[config.mk]
export PLATFORM = sky130hd
export DESIGN_NAME = mvm_seq
export DESIGN_NICKNAME = d
export VERILOG_FILES = /design/src/sv/mvm_pkg.sv /design/src/sv/mvm_seq.sv
export SDC_FILE = /design/constraint.sdc
export NUM_CORES = 1
export LEC_CHECK = 0
export ABC_AREA = 1
export BUFFER_PORTS_ARGS = -buffer_cell sky130_fd_sc_hd__buf_2
export CAP_MARGIN = 0
export CORE_MARGIN = 5
export CORE_UTILIZATION = 45
export DETAILED_ROUTE_END_ITERATION = 6
export GPL_ROUTABILITY_DRIVEN = 0
export HOLD_SLACK_MARGIN = 0.1
export PLACE_DENSITY = 0.68
export SYNTH_ARGS = -nofsm -noshare
export SYNTH_HDL_FRONTEND = slang
export SYNTH_SLANG_ARGS = --single-unit
export TNS_END_PERCENT = 1
[constraint.sdc]
create_clock -name clk -period 2 [get_ports clk]
set_clock_uncertainty 0.05 [all_clocks]
set_input_delay 0.3 -clock clk [delete_from_list [all_inputs] [get_ports clk]]
set_output_delay 0.3 -clock clk [all_outputs]
set_load 0.02 [all_outputs]
[src/sv/mvm_pkg.sv]
package mvm_pkg;

  // Port field widths
  localparam int CMD_W   = 2;
  localparam int IDX_W   = 6;
  localparam int ELEM_W  = 32;
  localparam int ACC_W   = 64;
  localparam int CNT_W   = 7;
  localparam int CFG_IDX_W = 1;

  // Index and count limit set by the six-bit index fields
  localparam int INDEX_LIMIT = 64;

  // Commands
  localparam logic [CMD_W-1:0] CMD_WRITE_MATRIX = 2'd0;
  localparam logic [CMD_W-1:0] CMD_WRITE_VECTOR = 2'd1;
  localparam logic [CMD_W-1:0] CMD_COMPUTE      = 2'd2;

  // Configuration register indexes
  localparam logic [CFG_IDX_W-1:0] REG_ROW_COUNT    = 1'b0;
  localparam logic [CFG_IDX_W-1:0] REG_COLUMN_COUNT = 1'b1;

  localparam logic signed [ACC_W-1:0] ACC_MAX = {1'b0, {(ACC_W-1){1'b1}}};
  localparam logic signed [ACC_W-1:0] ACC_MIN = {1'b1, {(ACC_W-1){1'b0}}};

  typedef enum logic {
    SEQ_IDLE,
    SEQ_RUN
  } seq_state_t;

  // One memory read issued by the sequencer
  typedef struct packed {
    logic             valid;
    logic [IDX_W-1:0] row;
    logic [IDX_W-1:0] col;
    logic             first_col;
    logic             last_col;
    logic             last_row;
  } seq_issue_t;

  // Tag that follows a read through the pipeline
  typedef struct packed {
    logic             valid;
    logic [IDX_W-1:0] row;
    logic             first_col;
    logic             last_col;
    logic             last_row;
  } pipe_meta_t;

  // Load write into the stores
  typedef struct packed {
    logic              mat_we;
    logic              vec_we;
    logic [IDX_W-1:0]  row;
    logic [IDX_W-1:0]  col;
    logic [ELEM_W-1:0] data;
  } mem_write_t;

  typedef struct packed {
    logic [IDX_W-1:0]        row;
    logic signed [ACC_W-1:0] value;
    logic                    last;
  } result_t;

endpackage

[src/sv/mvm_seq.sv]
module mvm_seq #(
  parameter int MAX_DIM = 64
) (
  input  logic                     clk,
  input  logic                     rst_n,
  input  logic                     start,
  input  logic                     adv,
  input  logic [mvm_pkg::CNT_W-1:0] row_count,
  input  logic [mvm_pkg::CNT_W-1:0] column_count,
  output logic                     idle,
  output mvm_pkg::seq_issue_t      issue
);
  import mvm_pkg::*;

  localparam int EFF_DIM = (MAX_DIM < INDEX_LIMIT) ? MAX_DIM : INDEX_LIMIT;
  localparam int IW      = $clog2(EFF_DIM);

  seq_state_t    state_r, state_nxt;
  logic [IW-1:0] row_r, col_r;
  logic [IW-1:0] rows_m1_r, cols_m1_r;
  logic [IW-1:0] rows_m1, cols_m1;
  logic          last_col, last_row;

  // Clamp a count to 1..EFF_DIM, minus one
  always_comb begin
    priority if (row_count == '0) begin
      rows_m1 = '0;
    end else if (row_count > CNT_W'(EFF_DIM)) begin
      rows_m1 = IW'(EFF_DIM - 1);
    end else begin
      rows_m1 = IW'(row_count - CNT_W'(1));
    end
    priority if (column_count == '0) begin
      cols_m1 = '0;
    end else if (column_count > CNT_W'(EFF_DIM)) begin
      cols_m1 = IW'(EFF_DIM - 1);
    end else begin
      cols_m1 = IW'(column_count - CNT_W'(1));
    end
  end

  assign last_col = (col_r == cols_m1_r);
  assign last_row = (row_r == rows_m1_r);

  always_comb begin
    state_nxt = state_r;
    unique case (state_r)
      SEQ_IDLE: begin
        if (start) state_nxt = SEQ_RUN;
      end
      SEQ_RUN: begin
        if (adv && last_col && last_row) state_nxt = SEQ_IDLE;
      end
      default: state_nxt = SEQ_IDLE;
    endcase
  end

  always_comb begin
    idle            = (state_r == SEQ_IDLE);
    issue.valid     = (state_r == SEQ_RUN);
    issue.row       = IDX_W'(row_r);
    issue.col       = IDX_W'(col_r);
    issue.first_col = (col_r == '0);
    issue.last_col  = last_col;
    issue.last_row  = last_row;
  end

  always_ff @(posedge clk) begin
    if (!rst_n) begin
      state_r   <= SEQ_IDLE;
      row_r     <= '0;
      col_r     <= '0;
      rows_m1_r <= '0;
      cols_m1_r <= '0;
    end else begin
      state_r <= state_nxt;
      if (start && state_r == SEQ_IDLE) begin
        row_r     <= '0;
        col_r     <= '0;
        rows_m1_r <= rows_m1;
        cols_m1_r <= cols_m1;
      end else if (state_r == SEQ_RUN && adv) begin
        if (last_col) begin
          col_r <= '0;
          row_r <= row_r + IW'(1);
        end else begin
          col_r <= col_r + IW'(1);
        end
      end
    end
  end

endmodule

* Word-level counts from Yosys, hierarchy flattened *
Cells that the tools add are included.

storage, ports and cells
  output and inout bits = 17
  register bits = 25
  memory bits (read-only) = 0
  word-level logic and storage cells = 32
  bits of input ports = 18
  bits in writable memories = 0
  latch bits = 0
  memories kept = 0

cells by class
  div/mod/pow operators = 0
  reductions and logical operators = 9
  eq/ne operators = 2
  $lt $le $gt $ge = 2
  bitwise logic cells = 2
  mux-type cells = 8
  multipliers = 0
  add/subtract/negate cells = 4
  shifts and indexed selects = 0

operators by type and width
  cell                                                   count
  two-way mux 6 bit                                      5
  greater-than comparator 7 bit (second input constant)  2
  logical NOT 7 bit                                      2
  adder 6 x 1 -> 6 bit (second input constant)           2
  equality test 6 bit                                    2
  subtractor 6 x 1 -> 6 bit (second input constant)      2
  logical NOT 6 bit                                      1
  logical AND 1 bit                                      4
  two-way mux 1 bit                                      2
  inverter 1 bit                                         2
  case mux 1 bit (2 select lines)                        1
  AND reduction 2 bit                                    1
  OR reduction 2 bit                                     1

* Logic depth before layout (Yosys ltp) *
  depth in word-level cells = 5
  gate-level depth with buffers = 9

* Least setup slack after synthesis *
Ideal clock, no wire load.

  kind = register -> output
  start point = reg col_r[0]
  end point = out issue[2] (netlist name)
  cell stages (with the launch flop) = 5
  data arrival time = 1.159 ns
  path slack = 0.491 ns
  cell sequence = dfxtp_1 inv_2 ha_1 nand3_1 nor3_1

RTL lines
  item                      line           RTL
  start: declaration        mvm_seq.sv:19  logic [IW-1:0] row_r, col_r;
  start signal: assignment  mvm_seq.sv:87  col_r <= col_r + IW'(1);
  end: declaration          mvm_seq.sv:11  output mvm_pkg::seq_issue_t issue

==> metrics.cfg <==
[detailed_routing]
post_drt_wl_per_cell_um = 10.28
antenna_left = 0
num_vias = 1488
postRouteWirelength_um = 3321
detail_route.iter0.violations = 48
drt_drc_violations_left = 0
drtPass1Iterations = 4
viasPerCell = 4.607

[clock_network]
cts_tree = yes
htree_levels = 1
clkLatencyLatePin_ns = 0.31
clock_sinks = 25
clk_pin_slew_ns = 0.13
cts_buffers = 3
cts_setup_buffers = 0
cts.root.buffer_cell = clkbuf_4
clockBufferDepth = 2
cts-hold-fix-buffers = 0

[pwr]
peakVddDrop_mv = 0.2308
p_leak_uw = 0.0009490
p_per_area_nw_per_um2 = 582.4

[setup_path]
worstPathRequired_ns = 1.65
cp_top_family = simple AND/OR/NAND/NOR gates
cpPeakStageDelay_ns = 0.45
critPathCaptureType = output pin
startpoint_type = flop
critPathMaxFanout = 6
path_cells = inv_2 -> nand2_1 -> nand2_2 -> nor2_4 -> nand2_4 -> nor2_8 -> buf_2
crit_buf_inv = 2
slowest_stage = dfxtp_1
critical_path_arrival_ns = 1.52
critPathKind = reg -> out

[grt]
grt_overflow = 0
grt_start_max_net_pins = 14
grt_pass1_vias = 1380
met1_usage = 0.1917
grt_use_met3 = 0.01722
track_usage = 0.1421
grt_util_met2 = 0.2350
grt_busiest_layer = met2
antenna_found_initial = 0
grt_pass1_wl_um = 5934

[synth]
synthesis.area_sq_um = 1628
postSynthCellCount = 242
postSynthAreaPerCell_sq_um = 6.726
yosys_warnings = 0
ys_ff_latch = 25
synth.distinct_cells = 27
yosysSeqAreaShare = 0.3075
synthesis.nets = 267

[sta]
rsz0062_at_grt = no
slew_viol_final = 0
hold_viol = 0
setup_viol = 0
fin_crit_ns = 1.866
worstMarginPinSlew_ns = 0.3509
fin_crit_sh = 0.9328
max_slew_margin = 0.7652
layout_setup_ws_ns = 0.1344
setup_tns_ns = 0
fmax_mhz = 536.0
holdWs_ns = 0.2319

[layout]
drive_above_1_share = 0.2166
syn_to_final_growth_pct = 14.60
layout_commonest_cell = nand2_1
n_antenna_cell = 0
final_cell_mix = 57 x nand2_1, 34 x inv_1, 34 x buf_2
nets = 303

[run]
drv_cap = 0

[floorplan]
die_y_um = 70.15
placeableCoreArea_sq_um = 3416
dieArea_sq_um = 4920
io_pins = 35
rows = 21
die_w_um = 70.15
start_util = 0.4766

[run_status]
run_status = complete, no violations

[placed_design]
dp_hpwl_um = 2728
port_buffers = 34
pre_cts_ws_ns = 0.4492

[hold_path]
hold_path.class = in -> reg

## report_power, final
group	switching, uW	internal, uW
sequential	22.4	530
clock	145	77.8
combinational	198	114
total	365	722
## worst paths after layout
kind,startpoint,to,slack [ns],cells past startpoint
worst max-delay path,col_r[2]$_SDFFE_PP0P_,issue[1],0.13,7
worst min-delay path,adv,state_r$_SDFF_PN0_,0.23,4
worst max register to register,state_r$_SDFF_PN0_,col_r[2]$_SDFFE_PP0P_,0.59,5
worst min register to register,rows_m1_r[2]$_SDFFE_PN0P_,rows_m1_r[2]$_SDFFE_PN0P_,0.44,2
## routing by layer
| layer | part of all wire | wire [um] |
|---|---|---|
| met1 | 0.51 | 1689 |
| met2 | 0.45 | 1495 |
| met3 | 0.035 | 115 |
| met4 | 0.0063 | 21 |
| met5 | 0 | 0 |
## cells in the mapped netlist, drive strengths merged
cell type / n / area [sq um]
nand2: 64 / 262.8
inv: 39 / 146.4
nor2: 30 / 148.9
dfxtp: 25 / 500.5
nand3: 23 / 115.1
o21ai: 14 / 70.06
xor2: 11 / 96.34
nand4: 8 / 71.32
ha: 7 / 87.58
a21oi: 5 / 25.02
buf: 5 / 32.53
nor3: 4 / 20.02
o22ai: 2 / 12.51
xnor2: 2 / 17.52
a22oi: 1 / 7.510
o21bai: 1 / 7.510
or2: 1 / 6.260
## logic make-up (layout without fill, tap and decap cells)
family / count (synthesis) / after routing / synth area share
AOI/OAI and AO/OA: 23 / 23 / 0.07532
xor gates and xnor gates: 13 / 13 / 0.06995
adders and majority gates: 7 / 7 / 0.05380
buffers and inverters: 44 / 79 / 0.1099
DFF: 25 / 25 / 0.3075
and+or+nand+nor: 130 / 130 / 0.3836
## layout make-up
| class | instances | area (sq um) |
|---|---|---|
| tap | 46 | 57.56 |
| multi-input combinational | 173 | 948.4 |
| fill | 359 | 1550 |
| inverter | 39 | 146.4 |
| clock buffer | 4 | 26.28 |
| timing repair buffer | 36 | 185.2 |
| sequential | 25 | 501.7 |
## worst min-delay path: cells and delay by family
family | cells | cell delay (ns)
buffers and inverters | 1 | 0.11
AND/OR/NAND/NOR | 3 | 0.16
## timing repair
item / 4_1_cts / 5_1_grt
endpoints found under the hold margin: 0 / 0
endpoints found under the setup margin: 0 / 1
resized for setup: 0 / 1
## stage by stage
stage	std cells	cell area, sq um	util	total power [uW]
final	323	1866	0.5462	1087
after CTS	323	1864	0.5458	1098
after global placement	319	1838	0.5381	873.8
after floorplan	242	1628	-	807.8
after global routing	323	1866	0.5462	1176
after detailed placement	319	1838	0.5381	876.4
## registers in the layout (all words and copies together) (netlist names)
| register | count |
|---|---|
| col_r | 6 |
| cols_m1_r | 6 |
| row_r | 6 |
| rows_m1_r | 6 |
| state_r | 1 |
(Power assumes the default switching activity.)
