--- src/sv/mvm_pkg.sv ---
package mvm_pkg;

  // Port field widths
  localparam int CMD_W   = 2;
  localparam int IDX_W   = 6;
  localparam int ELEM_W  = 32;
  localparam int ACC_W   = 64;
  localparam int CNT_W   = 7;
  localparam int CFG_IDX_W = 1;

  // Index and count limit set by the six-bit index fields
  localparam int INDEX_LIMIT = 64;

  // Commands
  localparam logic [CMD_W-1:0] CMD_WRITE_MATRIX = 2'd0;
  localparam logic [CMD_W-1:0] CMD_WRITE_VECTOR = 2'd1;
  localparam logic [CMD_W-1:0] CMD_COMPUTE      = 2'd2;

  // Configuration register indexes
  localparam logic [CFG_IDX_W-1:0] REG_ROW_COUNT    = 1'b0;
  localparam logic [CFG_IDX_W-1:0] REG_COLUMN_COUNT = 1'b1;

  localparam logic signed [ACC_W-1:0] ACC_MAX = {1'b0, {(ACC_W-1){1'b1}}};
  localparam logic signed [ACC_W-1:0] ACC_MIN = {1'b1, {(ACC_W-1){1'b0}}};

  typedef enum logic {
    SEQ_IDLE,
    SEQ_RUN
  } seq_state_t;

  // One memory read issued by the sequencer
  typedef struct packed {
    logic             valid;
    logic [IDX_W-1:0] row;
    logic [IDX_W-1:0] col;
    logic             first_col;
    logic             last_col;
    logic             last_row;
  } seq_issue_t;

  // Tag that follows a read through the pipeline
  typedef struct packed {
    logic             valid;
    logic [IDX_W-1:0] row;
    logic             first_col;
    logic             last_col;
    logic             last_row;
  } pipe_meta_t;

  // Load write into the stores
  typedef struct packed {
    logic              mat_we;
    logic              vec_we;
    logic [IDX_W-1:0]  row;
    logic [IDX_W-1:0]  col;
    logic [ELEM_W-1:0] data;
  } mem_write_t;

  typedef struct packed {
    logic [IDX_W-1:0]        row;
    logic signed [ACC_W-1:0] value;
    logic                    last;
  } result_t;

endpackage

--- src/sv/mvm_mac.sv ---
module mvm_mac #(
  parameter int VALUE_WIDTH = 32
) (
  input  logic                   clk,
  input  logic                   rst_n,
  input  logic [VALUE_WIDTH-1:0] mat_q,
  input  logic [VALUE_WIDTH-1:0] vec_q,
  input  mvm_pkg::pipe_meta_t    meta_in,
  input  logic                   out_ready,
  output logic                   adv,
  output logic                   out_valid,
  output mvm_pkg::result_t       result
);
  import mvm_pkg::*;

  localparam int PROD_W = 2 * VALUE_WIDTH;

  logic signed [PROD_W-1:0] prod_full;
  logic signed [ACC_W-1:0]  prod_r;
  pipe_meta_t               meta_r;
  logic signed [ACC_W-1:0]  acc_r, acc_base, acc_sum, acc_nxt;
  logic                     ovf;
  logic                     out_valid_r;
  result_t                  result_r;

  // Advance the whole pipeline unless a result waits
  assign adv = !out_valid_r || out_ready;

  assign prod_full = $signed(mat_q) * $signed(vec_q);

  // Saturating accumulate; a row's first term starts from zero
  always_comb begin
    acc_base = meta_r.first_col ? '0 : acc_r;
    acc_sum  = acc_base + prod_r;
    ovf      = (acc_base[ACC_W-1] == prod_r[ACC_W-1]) &&
               (acc_sum[ACC_W-1] != acc_base[ACC_W-1]);
    if (ovf) begin
      acc_nxt = acc_base[ACC_W-1] ? ACC_MIN : ACC_MAX;
    end else begin
      acc_nxt = acc_sum;
    end
  end

  always_ff @(posedge clk) begin
    if (!rst_n) begin
      meta_r.valid <= 1'b0;
      out_valid_r  <= 1'b0;
    end else if (adv) begin
      meta_r.valid <= meta_in.valid;
      out_valid_r  <= meta_r.valid && meta_r.last_col;
    end
  end

  always_ff @(posedge clk) begin
    if (adv) begin
      prod_r           <= ACC_W'(prod_full);
      meta_r.row       <= meta_in.row;
      meta_r.first_col <= meta_in.first_col;
      meta_r.last_col  <= meta_in.last_col;
      meta_r.last_row  <= meta_in.last_row;
      if (meta_r.valid) begin
        acc_r <= acc_nxt;
      end
      if (meta_r.valid && meta_r.last_col) begin
        result_r.row   <= meta_r.row;
        result_r.value <= acc_nxt;
        result_r.last  <= meta_r.last_row;
      end
    end
  end

  assign out_valid = out_valid_r;
  assign result    = result_r;

endmodule

--- config.mk ---
export PLATFORM = sky130hd
export DESIGN_NAME = mvm_mac
export DESIGN_NICKNAME = d
export VERILOG_FILES = /design/src/sv/mvm_pkg.sv /design/src/sv/mvm_mac.sv
export SDC_FILE = /design/constraint.sdc
export NUM_CORES = 2
export LEC_CHECK = 0
export ABC_AREA = 1
export BUFFER_PORTS_ARGS = -buffer_cell sky130_fd_sc_hd__buf_2
export CORE_MARGIN = 4
export CORE_UTILIZATION = 50
export CTS_BUF_LIST = sky130_fd_sc_hd__clkbuf_8
export DETAILED_ROUTE_END_ITERATION = 8
export GPL_ROUTABILITY_DRIVEN = 0
export PLACE_DENSITY = 0.66
export SETUP_SLACK_MARGIN = 0.02
export SYNTH_ARGS = -nofsm -noshare
export SYNTH_HDL_FRONTEND = slang
export SYNTH_SLANG_ARGS = --single-unit
--- constraint.sdc ---
create_clock -name clk -period 17.9 [get_ports clk]
set_input_delay 0.895 -clock clk [delete_from_list [all_inputs] [get_ports clk]]
set_output_delay 0.895 -clock clk [all_outputs]
set_load 0.01 [all_outputs]
# == Yosys cells after proc, flatten, opt, wreduce, memory -nomap -nowiden ==
# Cells that the tools add are included.
# totals
regBits,210
inputBits,77
output_inout_bits,73
# op_classes
n_addsub,1
muxes,3
n_reduce_logical,6
mul,1
eq_ne,2
# op_table
cell,n
64-bit 2-to-1 mux,3
64-bit adder,1
32-bit by 32-bit multiplier with 64-bit output,1
2-bit AND reduction,2
1-bit logical AND,2
1-bit equality test,1
1-bit logical NOT,1
1-bit logical OR,1
1-bit inequality test,1

# == Longest topological paths before layout ==
# logic_depth
word_depth,5
ltp_mapped,31

# == Least setup slack after synthesis ==
# Ideal clock, no wire load.
# synth_timing
kind,input-to-reg
startpoint,input port mat_q[31]
endpoint,register prod_r[61] (data pin)
path_buffers,1
setup_slack_ns,10.194
required_ns,17.648
t_arrival_ns,7.453
cell_stages,27
cell_sequence,clkbuf_1 -> nand2_1 -> inv_1 -> fa_1 -> inv_1 -> fa_1 -> inv_1 -> fa_1 -> fa_1 -> inv_1 -> fa_1 -> inv_1 -> fa_1 -> inv_1 -> fa_1 -> inv_1 -> fa_1 -> ha_1 -> nand2_1 -> nor2_1 -> inv_1 -> nor2_1 -> inv_1 -> nor4_1 -> nand2_1 -> nand3_1 -> nand2_1
# synth_between
elab_chain_cells,1
# synth_lines
item,line_no,rtl
from (decl),mvm_mac.sv:6,"input logic [VALUE_WIDTH-1:0] mat_q,"
32-bit by 32-bit multiplier with 64-bit output,mvm_mac.sv:29,assign prod_full = $signed(mat_q) * $signed(vec_q);
net prod_full[61],mvm_mac.sv:18,logic signed [PROD_W-1:0] prod_full;
to (signal assigned),mvm_mac.sv:56,prod_r <= ACC_W'(prod_full);
to (decl),mvm_mac.sv:19,logic signed [ACC_W-1:0] prod_r;
# The timed path passes the listed nets, and every way through them passes these cells.
# A chain may end at the register's enable or synchronous reset.

# == Final worst setup path ==
# layout_timing
startpoint,input port vec_q[5]
endpoint,register prod_r[56] (data pin)
# layout_between
elab_chain_cells,1
# layout_lines
item,line_no,rtl
from (decl),mvm_mac.sv:7,"input logic [VALUE_WIDTH-1:0] vec_q,"
32-bit by 32-bit multiplier with 64-bit output,mvm_mac.sv:29,
net prod_full[56],mvm_mac.sv:18,
# The timed path passes the listed nets, and every way through them passes these cells.

==> summary.md <==
| Metric | Value |
|---|---|
| Crit-path slowest cell | `fa_1` |
| CP startpoint kind | `input pin` |
| Hold buffer count at cts | `0` |
| Critical Path End Type | `flip-flop` |
| # Post-CTS Setup Buffers | `0` |
| Period utilization | `47.1%` |
| Core box area | `102000 sq um` |
| Max Buffers Root-to-Sink | `3` |
| Yosys top cell by area | `fa_1` |
| Setup slack, reg-to-reg | `13.68 ns` |
| CP arrival | `8.72 ns` |
| Global-route wire length before repair | `233 mm` |
| Crit path time final | `8.44 ns` |
| Worst slew pin tran | `0.989 ns` |
| Drt first-iter violations | `3167` |
| Post-layout util | `52.9%` |
| RSZ-0062 raised after global routing | `false` |
| Setup TNS | `0 ns` |
| Clock-pin slew on the worst setup and hold paths | `0.06 ns` |
| Die Span Y | `329 um` |
| Fin cells | `7974` |
| Critical path type | `in -> reg` |
| Die width | `329 um` |
| Clock sink total | `210` |
| Fraction of registers with async set or reset after synthesis | `0%` |
| Post-DP HPWL | `120 mm` |
| Post-layout net count | `7984` |
| Slew margin rel. | `34.0%` |
| Ys flop type | `edfxtp_1` |
| Antenna Nets Post-Route | `0` |
| # port buffers | `149` |
| Total GRT Usage | `27.4%` |
| Worst skew pair latency | `0.55 ns` |
| Syn Std Cell Area | `51700 sq um` |
| Post-synth EDFFs | `208` |
| Vias | `41000` |
| Hold Crit Class | `reg -> reg` |
| DR WL/cell | `18.0 um` |
| Worst Clk Skew | `0.0325 ns` |
| I/O pin total | `150` |
| Final Hold Vio Count | `0` |
| Max Cap Viol | `0` |
| # resized after CTS | `0` |
| Endpoints failing setup | `0` |
| Max-slew violations | `0` |
| Total grt overflow | `0` |
| Max Fclk | `0.119 GHz` |
| Crit path max fanout | `32` |
| Area growth syn-to-layout | `4.62%` |
| Drt drc | `0` |
| CTS buffer count | `35` |
| Initial antenna violation count | `6` |
| Row cnt | `117` |
| CTS root buffer | `clkbuf_8` |
| Synthesized area per cell | `7.84 sq um` |
| Pin count of the biggest net entering global routing | `72` |
| FF+latch count, synth | `210` |
| Vias per inst | `5.14` |
| Grt met3 use | `4.01%` |
| Grt peak-use layer | `met2` |
| Status | `finished, final reports clean` |
| Placed cells | `7908` |
| Die ar. | `109000 sq um` |
| Synth Instances | `6587` |
| Ranking of synthesized cells by area | `fa_1 (42%), inv_1 (14%), nand2_1 (14%), edfxtp_1 (12%), ha_1 (6.0%)` |
| Sequential share of the synthesized area | `12.2%` |
| WP data required | `18.18 ns` |
| Layout cells sized above 1 | `4.94%` |
| Syn_nets | `7994` |
| Initial Util | `50.6%` |
| WL final | `143 mm` |
| Vias in the first global route | `43500` |
| CTS tree | `done` |
| Yosys warns | `0` |
| Synth top area share | `42.0%` |
| H-tree lvl count | `2` |
| Met2 Use GR | `45.6%` |
| Yosys cell types | `43` |
| 1st-pass router iterations | `8` |
| Biggest cell delay along the critical path | `0.81 ns` |
| Met1 Use GR | `37.4%` |
[final cells by class]
type | count | area (sq um)
Fill cell | 9851 | 48100
Multi-Input combinational cell | 4182 | 37100
Inverter | 1985 | 7450
Sequential cell | 210 | 6290
Tap cell | 1368 | 1710
Timing Repair Buffer | 163 | 851
Clock buffer | 35 | 482
Clock inverter | 28 | 180
Antenna cell | 3 | 7.51
[worst max-delay path: cells and delay by family]
family | cells | cell delay, ns
adders and majority gates | 9 | 4.67
buffers and inverters | 9 | 1.91
and+or+nand+nor | 6 | 1.03
AOI/OAI and AO/OA | 1 | 0.19
[layer usage]
metal  wire length [um]  part of all wire [%]  up-vias
li1                   -                     -    18700
met4               4900                   3.4        6
met5                 52                 0.036        -
met3              11900                   8.3      320
met2              66800                    47     1732
met1              59700                    42    20200
[registers in the layout (all words and copies together) (netlist names)]
register	cells
result	71
prod_r	64
acc_r	64
out_valid	1
meta_r	10
[through the flow]
step	cell area (sq um)	hold WS, ns	worst slack, ns
final	54100	0.417	9.46
after global routing	54000	0.432	8.96
after global placement	53400	0.401	9.06
after detailed placement	53400	0.405	8.92
after floorplan	51700	0.400	10.19
after CTS	54000	0.420	9.52
[path summary, 6_finish.rpt]
path / from / depth (start not counted) / end
hold / removal: meta_r[3] / 0 / result[65]
setup / recovery: vec_q[5] / 25 / prod_r[56]
hold reg to reg: meta_r[3] / 0 / result[65]
setup reg to reg: meta_r[2] / 13 / result[3]
[cell usage after synthesis, types with 2 or more instances]
cell / instances
nand2_2: 36
o21ai_0: 66
nor2_4: 3
fa_1: 1083
buf_4: 3
nand3b_1: 11
ha_1: 247
xor2_1: 44
a21boi_0: 7
a21o_1: 4
xnor2_1: 37
nand3_4: 2
o21bai_1: 11
o21a_1: 2
and2_1: 3
nand2_1: 1865
and3_1: 6
inv_1: 1966
nor4_1: 8
dfxtp_1: 2
nand4_1: 35
inv_2: 18
buf_6: 8
nand2_4: 3
a21oi_2: 8
a21oi_1: 126
o21ai_2: 25
nor3_1: 20
edfxtp_1: 208
nand3_1: 183
clkbuf_1: 199
nor2_1: 323
nor2_2: 9
or2_2: 7
[layout by cell type, fill, tap and decap left out, types with 3 or more instances in the layout]
master    count
xor2_1       44
nand2_1    1865
clkinv_1      7
o21ai_0      66
edfxtp_1    208
nand2_2      36
and3_1        6
nand3_1     183
a21boi_0      7
inv_1      1978
and2_1        3
nor2_1      321
clkbuf_8     35
o21ai_2      25
or2_2         7
nand2_4       3
buf_2       149
nor4_1        8
inv_2        19
nand3b_1     11
a21oi_1     126
nand4_1      35
nor3_1       20
buf_4        14
nor2_4        5
nor2_2        9
diode_2       3
clkinv_2      3
inv_6         3
a21o_1        4
fa_1       1083
xnor2_1      37
o21bai_1     11
ha_1        247
a21oi_2       8
[kinds of logic after synthesis]
kind of cell	synth area share, %
simple gates	19.6
buf+inv	16.1
fa+ha+maj	47.9
compound gates	2.82
flops	12.2
xor+xnor	1.37
Power is not shown: default switching activity piles up to over one toggle a cycle in this logic, so the estimate is an artifact.
